## src/rtl/eepw_pkg.sv

```systemverilog
package eepw_pkg;

    // address, length and tick counter width
    localparam int ADDR_W = 16;
    // chunk length field width
    localparam int LEN_W = 8;
    localparam int CMD_W = 3;
    localparam int PHASE_W = 3;

    // page size, power of two
    localparam int PAGE_BYTES = 128;
    localparam int PAGE_W = $clog2(PAGE_BYTES);

    localparam logic [ADDR_W-1:0] WRITE_TIME_RST = ADDR_W'(5);
    localparam logic [ADDR_W-1:0] TICK_MAX = '1;

    // stream widths, packed fields rounded up to whole bytes
    localparam int S_FIELDS_W = 2 * ADDR_W + 1;
    localparam int S_DATA_W = ((S_FIELDS_W + 7) / 8) * 8;
    localparam int M_FIELDS_W = 3 + 2 * ADDR_W + LEN_W + PHASE_W + 1;
    localparam int M_DATA_W = ((M_FIELDS_W + 7) / 8) * 8;

    typedef enum logic [CMD_W-1:0] {
        CMD_START     = 3'd0,
        CMD_POLL      = 3'd1,
        CMD_XFER_DONE = 3'd2,
        CMD_BUS_ERR   = 3'd3,
        CMD_TICK      = 3'd4,
        CMD_CLR_ERR   = 3'd5
    } t_cmd;

    typedef enum logic [PHASE_W-1:0] {
        PH_IDLE      = 3'd0,
        PH_WRITE     = 3'd1,
        PH_WAIT_XFER = 3'd2,
        PH_WAIT_TIME = 3'd3,
        PH_DONE      = 3'd4,
        PH_ERROR     = 3'd5
    } t_phase;

    typedef struct packed {
        logic [CMD_W-1:0]  command;
        logic [ADDR_W-1:0] start_addr;
        logic [ADDR_W-1:0] length;
        logic              launch_ok;
    } t_item;

    typedef struct packed {
        logic               accepted;
        logic               busy_res;
        logic               issue_chunk;
        logic [ADDR_W-1:0]  chunk_addr;
        logic [LEN_W-1:0]   chunk_len;
        logic [ADDR_W-1:0]  data_offset;
        logic [PHASE_W-1:0] phase;
        logic               error_seen;
    } t_result;

    function automatic logic is_busy(input t_phase ph);
        return (ph == PH_WRITE) || (ph == PH_WAIT_XFER) || (ph == PH_WAIT_TIME);
    endfunction

endpackage

```

## src/rtl/eepw_in_reg.sv

```systemverilog
module eepw_in_reg
    import eepw_pkg::*;
(
    input  logic  i_clk,
    input  logic  i_rst_n,
    input  logic  i_valid,
    input  t_item i_item,
    input  logic  i_advance,
    output logic  o_ready,
    output logic  o_valid,
    output t_item o_item
);

    logic  r_valid;
    t_item r_item;

    // a slot frees up when the held beat moves on
    assign o_ready = !r_valid || i_advance;

    always_ff @(posedge i_clk) begin
        if (!i_rst_n) begin
            r_valid <= 1'b0;
        end else if (o_ready) begin
            r_valid <= i_valid;
        end
    end

    always_ff @(posedge i_clk) begin
        if (o_ready && i_valid) begin
            r_item <= i_item;
        end
    end

    assign o_valid = r_valid;
    assign o_item  = r_item;

endmodule

```

## src/rtl/eepw_core.sv

```systemverilog
module eepw_core
    import eepw_pkg::*;
(
    input  logic              i_clk,
    input  logic              i_rst_n,
    input  logic              i_step,
    input  t_item             i_item,
    input  logic              i_cfg_wr_en,
    input  logic [ADDR_W-1:0] i_cfg_wr_data,
    output t_result           o_result
);

    localparam logic [PAGE_W:0] PAGE_SPAN = (PAGE_W + 1)'(PAGE_BYTES);

    t_phase            r_phase, n_phase;
    logic [ADDR_W-1:0] r_next_addr, n_next_addr;
    logic [ADDR_W-1:0] r_bytes_left, n_bytes_left;
    logic [ADDR_W-1:0] r_src_off, n_src_off;
    logic [ADDR_W-1:0] r_elapsed, n_elapsed;
    logic              r_err, n_err;
    logic [ADDR_W-1:0] r_write_time;

    logic [PAGE_W:0]   w_room;
    logic [ADDR_W-1:0] w_room_ext;
    logic [ADDR_W-1:0] w_size;
    logic              w_issue;
    t_result           w_res;

    // bytes to the next page boundary, clipped to what is left
    assign w_room     = PAGE_SPAN - {1'b0, r_next_addr[PAGE_W-1:0]};
    assign w_room_ext = ADDR_W'(w_room);
    assign w_size     = (w_room_ext < r_bytes_left) ? w_room_ext : r_bytes_left;

    always_ff @(posedge i_clk) begin
        if (!i_rst_n) begin
            r_write_time <= WRITE_TIME_RST;
        end else if (i_cfg_wr_en) begin
            r_write_time <= i_cfg_wr_data;
        end
    end

    always_ff @(posedge i_clk) begin
        if (!i_rst_n) begin
            r_phase      <= PH_IDLE;
            r_next_addr  <= '0;
            r_bytes_left <= '0;
            r_src_off    <= '0;
            r_elapsed    <= '0;
            r_err        <= 1'b0;
        end else begin
            r_phase      <= n_phase;
            r_next_addr  <= n_next_addr;
            r_bytes_left <= n_bytes_left;
            r_src_off    <= n_src_off;
            r_elapsed    <= n_elapsed;
            r_err        <= n_err;
        end
    end

    always_comb begin
        n_phase      = r_phase;
        n_next_addr  = r_next_addr;
        n_bytes_left = r_bytes_left;
        n_src_off    = r_src_off;
        n_elapsed    = r_elapsed;
        n_err        = r_err;
        w_issue      = 1'b0;
        w_res        = '0;
        if (i_step) begin
            unique case (t_cmd'(i_item.command))
                CMD_START: begin
                    if (!is_busy(r_phase) && (i_item.length != '0)) begin
                        n_next_addr  = i_item.start_addr;
                        n_bytes_left = i_item.length;
                        n_src_off    = '0;
                        n_err        = 1'b0;
                        n_phase      = PH_WRITE;
                        w_res.accepted = 1'b1;
                    end
                end
                CMD_POLL: begin
                    if (r_phase == PH_WRITE) begin
                        if (r_bytes_left == '0) begin
                            n_phase = PH_DONE;
                        end else if (!i_item.launch_ok) begin
                            n_err   = 1'b1;
                            n_phase = PH_ERROR;
                        end else begin
                            w_issue            = 1'b1;
                            w_res.issue_chunk  = 1'b1;
                            w_res.chunk_addr   = r_next_addr;
                            w_res.chunk_len    = w_size[LEN_W-1:0];
                            w_res.data_offset  = r_src_off;
                            n_src_off          = r_src_off + w_size;
                            n_bytes_left       = r_bytes_left - w_size;
                            n_next_addr        = r_next_addr + w_size;
                            n_phase            = PH_WAIT_XFER;
                        end
                    end else if (r_phase == PH_WAIT_TIME) begin
                        if (r_elapsed >= r_write_time) begin
                            n_phase = PH_WRITE;
                        end
                    end
                end
                CMD_XFER_DONE: begin
                    if (r_phase == PH_WAIT_XFER) begin
                        n_elapsed = '0;
                        n_phase   = PH_WAIT_TIME;
                    end
                end
                CMD_BUS_ERR: begin
                    n_err   = 1'b1;
                    n_phase = PH_ERROR;
                end
                CMD_TICK: begin
                    if ((r_phase == PH_WAIT_TIME) && (r_elapsed != TICK_MAX)) begin
                        n_elapsed = r_elapsed + 1'b1;
                    end
                end
                CMD_CLR_ERR: begin
                    w_res.error_seen = r_err;
                    n_err            = 1'b0;
                end
                default: begin
                end
            endcase
        end
        w_res.phase    = n_phase;
        w_res.busy_res = is_busy(n_phase);
    end

    assign o_result = w_res;

`ifndef SYNTHESIS
    // a launched chunk always leaves the sequencer waiting for the transfer
    a_issue_wait: assert property (@(posedge i_clk) disable iff (!i_rst_n)
        w_issue |=> (r_phase == PH_WAIT_XFER))
        else $error("chunk launch did not enter wait transfer");

    // chunk size is nonzero and never crosses a page boundary
    a_chunk_size: assert property (@(posedge i_clk) disable iff (!i_rst_n)
        w_issue |-> ((w_size != '0) && (w_size <= w_room_ext)))
        else $error("chunk size out of range");

    // remaining bytes shrink by exactly the launched chunk
    a_bytes_left: assert property (@(posedge i_clk) disable iff (!i_rst_n)
        w_issue |=> (r_bytes_left == $past(r_bytes_left - w_size)))
        else $error("remaining byte count mismatch");

    // an accepted start clears the sticky error and enters chunk issue
    a_start: assert property (@(posedge i_clk) disable iff (!i_rst_n)
        (i_step && w_res.accepted) |=> (!r_err && (r_phase == PH_WRITE)))
        else $error("accepted start left stale state");
`endif

endmodule

```

## src/rtl/eepw_out_reg.sv

```systemverilog
module eepw_out_reg
    import eepw_pkg::*;
(
    input  logic    i_clk,
    input  logic    i_rst_n,
    input  logic    i_push,
    input  t_result i_result,
    input  logic    i_ready,
    output logic    o_can_take,
    output logic    o_valid,
    output t_result o_result
);

    logic    r_valid;
    t_result r_result;

    assign o_can_take = !r_valid || i_ready;

    always_ff @(posedge i_clk) begin
        if (!i_rst_n) begin
            r_valid <= 1'b0;
        end else if (o_can_take) begin
            r_valid <= i_push;
        end
    end

    always_ff @(posedge i_clk) begin
        if (o_can_take && i_push) begin
            r_result <= i_result;
        end
    end

    assign o_valid  = r_valid;
    assign o_result = r_result;

endmodule

```

## src/rtl/eeprom_page_write_sequencer.sv

```systemverilog
// a result beat passes the input register, then the result register; a held beat
// waits in the input register while the result register cannot take it
// throughput one beat per cycle while the result stream keeps taking beats
// the whole step is one pass of next-state logic with one page-boundary clip
// reset (i_rst_n low, synchronous): phase idle, counters and sticky error
// cleared, write time back to 5 ticks, both stream registers emptied
module eeprom_page_write_sequencer
    import eepw_pkg::*;
(
    input  logic                i_clk,
    input  logic                i_rst_n,
    // configuration: ticks to wait after each chunk transfer
    input  logic                i_cfg_wr_en,
    input  logic [ADDR_W-1:0]   i_cfg_wr_data,
    // command stream
    input  logic                i_s_axis_tvalid,
    output logic                o_s_axis_tready,
    // tdata: start_addr[15:0], length[31:16], launch_ok[32], zero fill
    input  logic [S_DATA_W-1:0] i_s_axis_tdata,
    // tuser: command[2:0]
    input  logic [CMD_W-1:0]    i_s_axis_tuser,
    // result stream
    output logic                o_m_axis_tvalid,
    input  logic                i_m_axis_tready,
    // tdata: accepted[0], busy_res[1], issue_chunk[2], chunk_addr[18:3],
    // chunk_len[26:19], data_offset[42:27], phase[45:43], error_seen[46], zero fill
    output logic [M_DATA_W-1:0] o_m_axis_tdata
);

    t_item   w_in_item;
    t_item   w_held_item;
    logic    w_held_valid;
    logic    w_can_take;
    logic    w_step;
    t_result w_core_res;
    t_result w_out_res;

    // unpack the beat into the item fields
    always_comb begin
        w_in_item.command    = i_s_axis_tuser;
        w_in_item.start_addr = i_s_axis_tdata[ADDR_W-1:0];
        w_in_item.length     = i_s_axis_tdata[2*ADDR_W-1:ADDR_W];
        w_in_item.launch_ok  = i_s_axis_tdata[2*ADDR_W];
    end

    // held beat steps the state whenever the result register can take it
    assign w_step = w_held_valid && w_can_take;

    eepw_in_reg u_in_reg (
        .i_clk     (i_clk),
        .i_rst_n   (i_rst_n),
        .i_valid   (i_s_axis_tvalid),
        .i_item    (w_in_item),
        .i_advance (w_can_take),
        .o_ready   (o_s_axis_tready),
        .o_valid   (w_held_valid),
        .o_item    (w_held_item)
    );

    eepw_core u_core (
        .i_clk         (i_clk),
        .i_rst_n       (i_rst_n),
        .i_step        (w_step),
        .i_item        (w_held_item),
        .i_cfg_wr_en   (i_cfg_wr_en),
        .i_cfg_wr_data (i_cfg_wr_data),
        .o_result      (w_core_res)
    );

    eepw_out_reg u_out_reg (
        .i_clk      (i_clk),
        .i_rst_n    (i_rst_n),
        .i_push     (w_held_valid),
        .i_result   (w_core_res),
        .i_ready    (i_m_axis_tready),
        .o_can_take (w_can_take),
        .o_valid    (o_m_axis_tvalid),
        .o_result   (w_out_res)
    );

    // pack result fields, first field in the low bits
    always_comb begin
        o_m_axis_tdata                                   = '0;
        o_m_axis_tdata[0]                                = w_out_res.accepted;
        o_m_axis_tdata[1]                                = w_out_res.busy_res;
        o_m_axis_tdata[2]                                = w_out_res.issue_chunk;
        o_m_axis_tdata[3 +: ADDR_W]                      = w_out_res.chunk_addr;
        o_m_axis_tdata[3 + ADDR_W +: LEN_W]              = w_out_res.chunk_len;
        o_m_axis_tdata[3 + ADDR_W + LEN_W +: ADDR_W]     = w_out_res.data_offset;
        o_m_axis_tdata[3 + 2*ADDR_W + LEN_W +: PHASE_W]  = w_out_res.phase;
        o_m_axis_tdata[3 + 2*ADDR_W + LEN_W + PHASE_W]   = w_out_res.error_seen;
    end

endmodule

```

## config.mk

```make
export PLATFORM = sky130hd
export DESIGN_NAME = eeprom_page_write_sequencer
export DESIGN_NICKNAME = d
export VERILOG_FILES = /design/src/rtl/eepw_pkg.sv /design/src/rtl/eepw_in_reg.sv /design/src/rtl/eepw_core.sv /design/src/rtl/eepw_out_reg.sv /design/src/rtl/eeprom_page_write_sequencer.sv
export SDC_FILE = /design/constraint.sdc
export NUM_CORES = 1
export LEC_CHECK = 0
export BUFFER_PORTS_ARGS = -buffer_cell sky130_fd_sc_hd__buf_2
export CAP_MARGIN = 0
export CORE_MARGIN = 1
export CORE_UTILIZATION = 50
export DETAILED_ROUTE_END_ITERATION = 8
export GPL_TIMING_DRIVEN = 0
export PLACE_DENSITY = 0.8
export SLEW_MARGIN = 10
export SYNTH_ARGS = -nofsm -noshare
export SYNTH_HDL_FRONTEND = slang
export SYNTH_HIERARCHICAL = 1
export SYNTH_SLANG_ARGS = --single-unit
```

## constraint.sdc

```tcl
create_clock -name i_clk -period 5.1 [get_ports i_clk]
set_clock_uncertainty 0.2 [all_clocks]
set_input_delay 1.275 -clock i_clk [delete_from_list [all_inputs] [get_ports i_clk]]
set_output_delay 1.275 -clock i_clk [all_outputs]
set_load 0.1 [all_outputs]
```

==> results of run 1 <==
[path summary, 6_finish.rpt]
kind                      startpoint  cells after the start  slack, ns                      end
max reg2reg    u_core/r_next_addr[0]                     20       0.21  u_core/r_bytes_left[15]
max            u_core/r_next_addr[0]                     20       0.21  u_core/r_bytes_left[15]
min reg2reg  u_core/r_bytes_left[13]                      2       0.28  u_core/r_bytes_left[13]
min          u_core/r_bytes_left[13]                      2       0.28  u_core/r_bytes_left[13]
[sequential cells by signal, summed over array words and instances, names as in the netlist]
| name | flops |
|---|---|
| u_out_reg/o_result | 47 |
| u_core/r_elapsed | 16 |
| u_in_reg/o_item | 36 |
| u_core/r_err | 1 |
| u_core/r_next_addr | 16 |
| u_core/r_phase | 3 |
| u_core/r_bytes_left | 16 |
| u_core/r_write_time | 16 |
| u_out_reg/o_valid | 1 |
| u_in_reg/o_valid | 1 |
| u_core/r_src_off | 16 |
[cell families after synthesis]
| family | Yosys count | share of synthesized area (%) |
|---|---|---|
| mux | 20 | 2.21 |
| buf+inv | 76 | 3.60 |
| compound gates | 227 | 17.1 |
| flops | 169 | 46.5 |
| xor+xnor | 38 | 3.67 |
| other cells | 2 | 0.0829 |
| fa+ha+maj | 66 | 9.36 |
| simple gates | 315 | 17.5 |
[layer usage]
layer,wire (um),share of wire (%),track usage (%),vias up
li1,-,-,-,3606
met2,10800,47,42.3,331
met5,0,0,0,-
met3,1600,6.9,3.93,46
met1,10200,44,33.7,3586
met4,580,2.5,10.6,0
[cell type report]
type,count,share of cell area (%)
clock buffer,17,4.00
inverter,43,1.54
multi-input combinational,679,43.6
clock inverter,15,1.59
sequential,169,39.7
timing repair buffer,112,5.46
tap,225,2.65
buffer,33,1.53
[placed cells by master (no fill, tap or decap), types with 5 or more instances in the layout]
| master | n |
|---|---|
| clkbuf_16 | 17 |
| nor2_1 | 87 |
| nand3_1 | 23 |
| a21oi_1 | 67 |
| o32ai_1 | 5 |
| ha_1 | 63 |
| mux2i_1 | 20 |
| inv_8 | 6 |
| nand2b_1 | 5 |
| buf_2 | 108 |
| clkbuf_1 | 24 |
| a21o_1 | 17 |
| buf_4 | 9 |
| o21a_1 | 7 |
| edfxtp_1 | 83 |
| inv_1 | 41 |
| and2_1 | 37 |
| a311oi_1 | 6 |
| a22oi_1 | 12 |
| o21bai_1 | 6 |
| xnor2_1 | 26 |
| o21ai_0 | 32 |
| conb_1 | 13 |
| nand4_1 | 8 |
| or3_1 | 9 |
| o21ai_1 | 6 |
| a211oi_1 | 13 |
| inv_6 | 5 |
| nand2_1 | 80 |
| dfxtp_1 | 84 |
| xor2_1 | 11 |
| o31ai_1 | 5 |
| nor4_1 | 10 |
| nor3_1 | 19 |
| nor2b_1 | 12 |
[power by group]
part / switching [W] / internal (W)
combinational: 0.000385 / 0.000202
sequential: 0.0000293 / 0.00147
clock: 0.000639 / 0.000664
[tightest hold or removal path, cell delays in order (launching register included)]
cell and delay [ns]:
dfxtp_1 0.32, nand2_1 0.05, a21oi_1 0.06
[per-stage QoR]
stage,worst slack (ns),total power [W],hold slack [ns]
2_1_floorplan,0.224,0.00193,0.231
3_5_place_dp,-0.585,0.00205,0.265
5_1_grt,-0.0272,0.00351,0.298
4_1_cts,-0.128,0.00336,0.276
6_report,0.208,0.00339,0.281
3_3_place_gp,-0.520,0.00204,0.256
[repair_timing]
item | in CTS | in global routing
buffers inserted | 1 | 7
setup endpoints to repair | 18 | 18
pin swaps | 2 | 6
endpoints found under the hold margin | 0 | 0
gates resized for setup | 8 | 15
==> impl_metrics.csv, run 1 <==
group,metric,value,unit
status,status,"complete, no violations",
global_routing,grt-ovfl-total,0,
cts,clk_latency,0.44,ns
cells_and_area,diodes,0,
logic_synthesis,yosysSeqAreaShare,46.5,%
cts,cts_tree,"done",
cells_and_area,syn_to_final_growth,17.3,%
cells_and_area,multi_input_area,0.00463,mm^2
setup_path,crit_top_cell,"ha_1",
placed_design,dp.cells,1253,
logic_synthesis,synth_area_leaders,"edfxtp_1, dfxtp_1, ha_1, a21oi_1, nor2_1",
cts,cts.sinks,169,
logic_synthesis,synthArstFlopShare,0,%
floorplan,pin_count,114,
cells_and_area,drive_gt1_share,18.1,%
routing,wire_per_inst,17.9,um
cells_and_area,num-nets-final,1185,
floorplan,initial_utilization,51.9,%
sta,maxSlewHeadroom,44.5,%
setup_path,required,5.24,ns
setup_path,crit_type,"reg2reg",
sta,tns,0,ns
cts,numCtsBuffers,17,
pwr,leakagePower,4.40,nW
cts,cts-root-buf,"clkbuf_16",
logic_synthesis,yosys_warnings,6,
routing,firstDrtPassIters,5,
cts,hold_buffers,0,
cells_and_area,postLayoutCellArea,0.0106,mm^2
sta,hold_viol_final,0,
hold_path,hold_class,"reg2reg",
global_routing,grt_max_degree,48,
cts,clock_path_buffers,2,
setup_path,cp_top_family,"compound AO/OA/AOI/OAI gates",
logic_synthesis,synthFlopType,"dfxtp_1",
floorplan,die_y,137,um
sta,setup_viol,0,
routing,avgViaCountPerCell,5.85,
pwr,power.density,319,mW/mm^2
logic_synthesis,yosysTopAreaCell,"edfxtp_1",
floorplan,die_w,137,um
pwr,ir_drop,289,uV
cells_and_area,regArea,0.00422,mm^2
setup_path,crit_fanout,6,
setup_path,cp_num_buf_inv,2,
setup_path,slowest_delay,0.49,ns
logic_synthesis,synth.avg_cell_area,9.93,um^2
cells_and_area,final_core_utilization,60.8,%
sta,min_period,4.89,ns
placed_design,place_area,0.00991,mm^2
global_routing,antenna_found_initial,0,
logic_synthesis,yosysMostFrequentCell,"nor2_1",
logic_synthesis,syn_area,0.00906,mm^2
placed_design,port_buffers,104,
logic_synthesis,synth-seq-cells,169,
cells_and_area,fin_cells,1293,
routing,wirelength,23200,um
setup_path,end_kind,"register",
sta,drv_slew,0,
routing,ant_nets,0,
floorplan,die-area,0.0187,mm^2
global_routing,grt_first_pass_wirelength,36300,um
setup_path,critPathLaunchType,"register",
global_routing,grt_pass1_vias,7264,
routing,drt_iter0_drc,635,
logic_synthesis,synth_cells,913,
placed_design,dp_hpwl,16200,um
logic_synthesis,synth_common_cells,"nor2_1, dfxtp_1, edfxtp_1",
cells_and_area,fillCellCount,1436,
floorplan,rows,48,
cts,htree_num_levels,4,
setup_path,slowest_stage,"or3b_2",
cts,cts.clk_slew.worst_paths,0.08,ns
sta,fmax,0.204,GHz
logic_synthesis,synth_top_area_share,27.5,%
placed_design,place.gp.congestion,0.898,
routing,drcViolationCount,0,
logic_synthesis,synth_edf_count,83,
flow_run,drv_cap,0,
sta,period_share,95.9,%
setup_path,cp.arrival,5.03,ns
routing,vias,7569,
global_routing,grt_util_all_layers,25.7,%
floorplan,coreArea,0.0175,mm^2
setup_path,cp_cell_sequence,"inv_1, ha_1, ha_1, a21o_1, a21o_1, a21oi_1, o21ai_1, a211oi_2, buf_4, o21ai_1, and2_4, ha_1, nor2b_1, o21a_1, o21ai_2, a21oi_2, o41ai_4, or3b_2, mux2i_1, a221oi_1",
sta,tightest_slew,0.825,ns
logic_synthesis,netlist-cell-type-count,72,
Note: power is estimated with default switching activity, not from simulation.
==> run 2, diff against run 1 <==
RECOVER_POWER = 50   (was unset)
==> run 2 against run 1 <==
Effect of this change:
- the flow now finishes with violations (max-capacitance violations, max-slew violations)
- cell area down 0.46%
- count of clock-buffer cells in the layout unchanged
- power down 0.11%
- worst hold slack worse by 0.00098 ns
- final cell count unchanged
- fmax down 0.10%
- worst setup slack worse by 0.0051 ns
- critical endpoint unchanged
- largest cell class unchanged
- largest power group unchanged
==> impl_metrics.csv, run 2 (synthesis gave the netlist of run 1 again) <==
group,metric,value,unit
status,status,"finished with violations",
status,violations,"max-capacitance violations, max-slew violations",
setup_path,required,5.24,ns
cts,htree_num_levels,4,
setup_path,cp_cell_sequence,"inv_1, ha_1, ha_1, a21o_1, a21o_1, a21oi_1, o21ai_1, a211oi_2, buf_4, o21ai_1, and2_4, ha_1, nor2b_1, o21a_1, o21ai_2, a21oi_2, o41ai_4, or3b_2, mux2i_1, a221oi_1",
placed_design,place.gp.congestion,0.898,
sta,drv_slew,85,
floorplan,die_w,137,um
sta,maxSlewHeadroom,-113,%
sta,tightest_slew,3.19,ns
setup_path,r2r.worst_path.cells,20,
sta,min_period,4.90,ns
routing,wirelength,23200,um
setup_path,r2r-start,"u_core/r_next_addr[0]",
setup_path,crit_fanout,6,
hold_path,min_to,"u_core/r_next_addr[8]",
global_routing,grt_first_pass_wirelength,36300,um
hold_path,hold_class,"reg2reg",
global_routing,grt_pass1_vias,7264,
cells_and_area,final_cell_mix,"buf_2, nor2_1, dfxtp_1",
routing,drt_iter0_drc,588,
setup_path,rrSetupSlack,0.20,ns
routing,wire_per_inst,17.9,um
floorplan,die_y,137,um
sta,fmax,0.204,GHz
setup_path,cp.arrival,5.04,ns
setup_path,critPathLaunchType,"register",
floorplan,die-area,0.0187,mm^2
sta,hold_viol_final,0,
placed_design,port_buffers,104,
flow_run,drv_cap,2,
cells_and_area,drive_gt1_share,16.1,%
cts,cts.clk_slew.worst_paths,0.07,ns
setup_path,end_kind,"register",
cells_and_area,final_common_cell,"buf_2",
pwr,ir_drop,289,uV
cts,clk_latency,0.44,ns
routing,firstDrtPassIters,5,
cts,cts-root-buf,"clkbuf_16",
sta,setup_viol,0,
cells_and_area,regArea,0.00422,mm^2
global_routing,grt_max_degree,48,
global_routing,antenna_found_initial,0,
cts,clock_path_buffers,2,
hold_path,worstHoldPathCells,2,
cells_and_area,largest_reg_flops,47,
cells_and_area,num-nets-final,1185,
setup_path,slowest_delay,0.49,ns
hold_path,hp-start,"u_core/r_next_addr[8]",
setup_path,crit_type,"reg2reg",
routing,drcViolationCount,0,
setup_path,cp_top_family,"compound AO/OA/AOI/OAI gates",
setup_path,r2r_end,"u_core/r_bytes_left[15]",
floorplan,coreArea,0.0175,mm^2
pwr,power.density,320,mW/mm^2
setup_path,slowest_stage,"or3b_2",
placed_design,post-place-ws,-0.585,ns
cells_and_area,fillCellCount,1455,
global_routing,grt_util_all_layers,25.7,%
cts,cts_tree,"done",
pwr,leakagePower,4.34,nW
floorplan,rows,48,
cells_and_area,multi_input_area,0.00460,mm^2
sta,timing.final.ws_setup,0.203,ns
routing,avgViaCountPerCell,5.85,
placed_design,dp.cells,1253,
cts,numCtsBuffers,17,
cells_and_area,syn_to_final_growth,16.8,%
cells_and_area,fin_cells,1293,
sta,period_share,96.0,%
floorplan,pin_count,114,
floorplan,initial_utilization,51.9,%
routing,ant_nets,0,
placed_design,dp_hpwl,16200,um
cts,hold_buffers,0,
global_routing,grt-ovfl-total,0,
cts,cts.sinks,169,
setup_path,cp_num_buf_inv,2,
cells_and_area,diodes,0,
routing,vias,7565,
setup_path,crit_top_cell,"ha_1",
[run 2: how the worst max path moves through the flow]
stage / startpoint / endpoint / cells past startpoint
CTS: u_core/r_next_addr[0] / u_core/r_bytes_left[15] / 19
detailed placement: u_core/r_next_addr[1] / u_core/r_bytes_left[15] / 19
finish: u_core/r_next_addr[0] / u_core/r_bytes_left[15] / 20
global placement: u_core/r_next_addr[1] / u_core/r_bytes_left[15] / 19
global route: u_core/r_next_addr[1] / u_core/r_bytes_left[15] / 20
floorplan: u_core/r_next_addr[1] / u_core/r_bytes_left[15] / 19
[run 2: metrics by stage]
step	area, um^2	setup TNS (ns)	util [%]	power [W]	hold slack (ns)
5_1_grt	10600	-0.0407	60.6	0.00351	0.298
6_report	10600	0	60.6	0.00339	0.280
2_1_floorplan	9100	0	-	0.00193	0.231
3_3_place_gp	9910	-1.91	56.7	0.00204	0.256
3_5_place_dp	9910	-2.74	56.7	0.00205	0.265
4_1_cts	10500	-0.128	60.3	0.00336	0.276
[run 2: timing repair]
action	CTS	global route
pin swaps	2	6
cloned	0	0
setup endpoints to repair	18	18
setup buffers	1	7
endpoints found under the hold margin	0	0
gates resized for setup	8	15
[run 2: cell type report]
cell class | instances | share of cell area, %
multi-input combinational | 679 | 43.5
clock buffer | 17 | 4.02
tap | 225 | 2.66
sequential | 169 | 39.8
clock inverter | 15 | 1.60
timing repair buffer | 112 | 5.31
inverter | 43 | 1.55
buffer | 33 | 1.54
[run 2: power by group]
group / internal [W] / switching, W
logic: 0.000199 / 0.000384
clock network: 0.000664 / 0.000637
registers: 0.00147 / 0.0000288
total: 0.00234 / 0.00105
[run 2: layer usage]
metal,up-vias,routed length (um),track usage (%),part of all wire [%]
met2,306,10800,42.3,47
met3,43,1630,3.93,7.0
met4,0,543,10.6,2.3
met5,-,0,0,0
li1,3609,-,-,-
met1,3607,10200,33.7,44
[run 2: tightest hold or removal path, delay by kind of cell (launching register included)]
family	cells	cell delay, ns
DFF	1	0.33
and+or+nand+nor	1	0.06
AOI/OAI and AO/OA	1	0.05
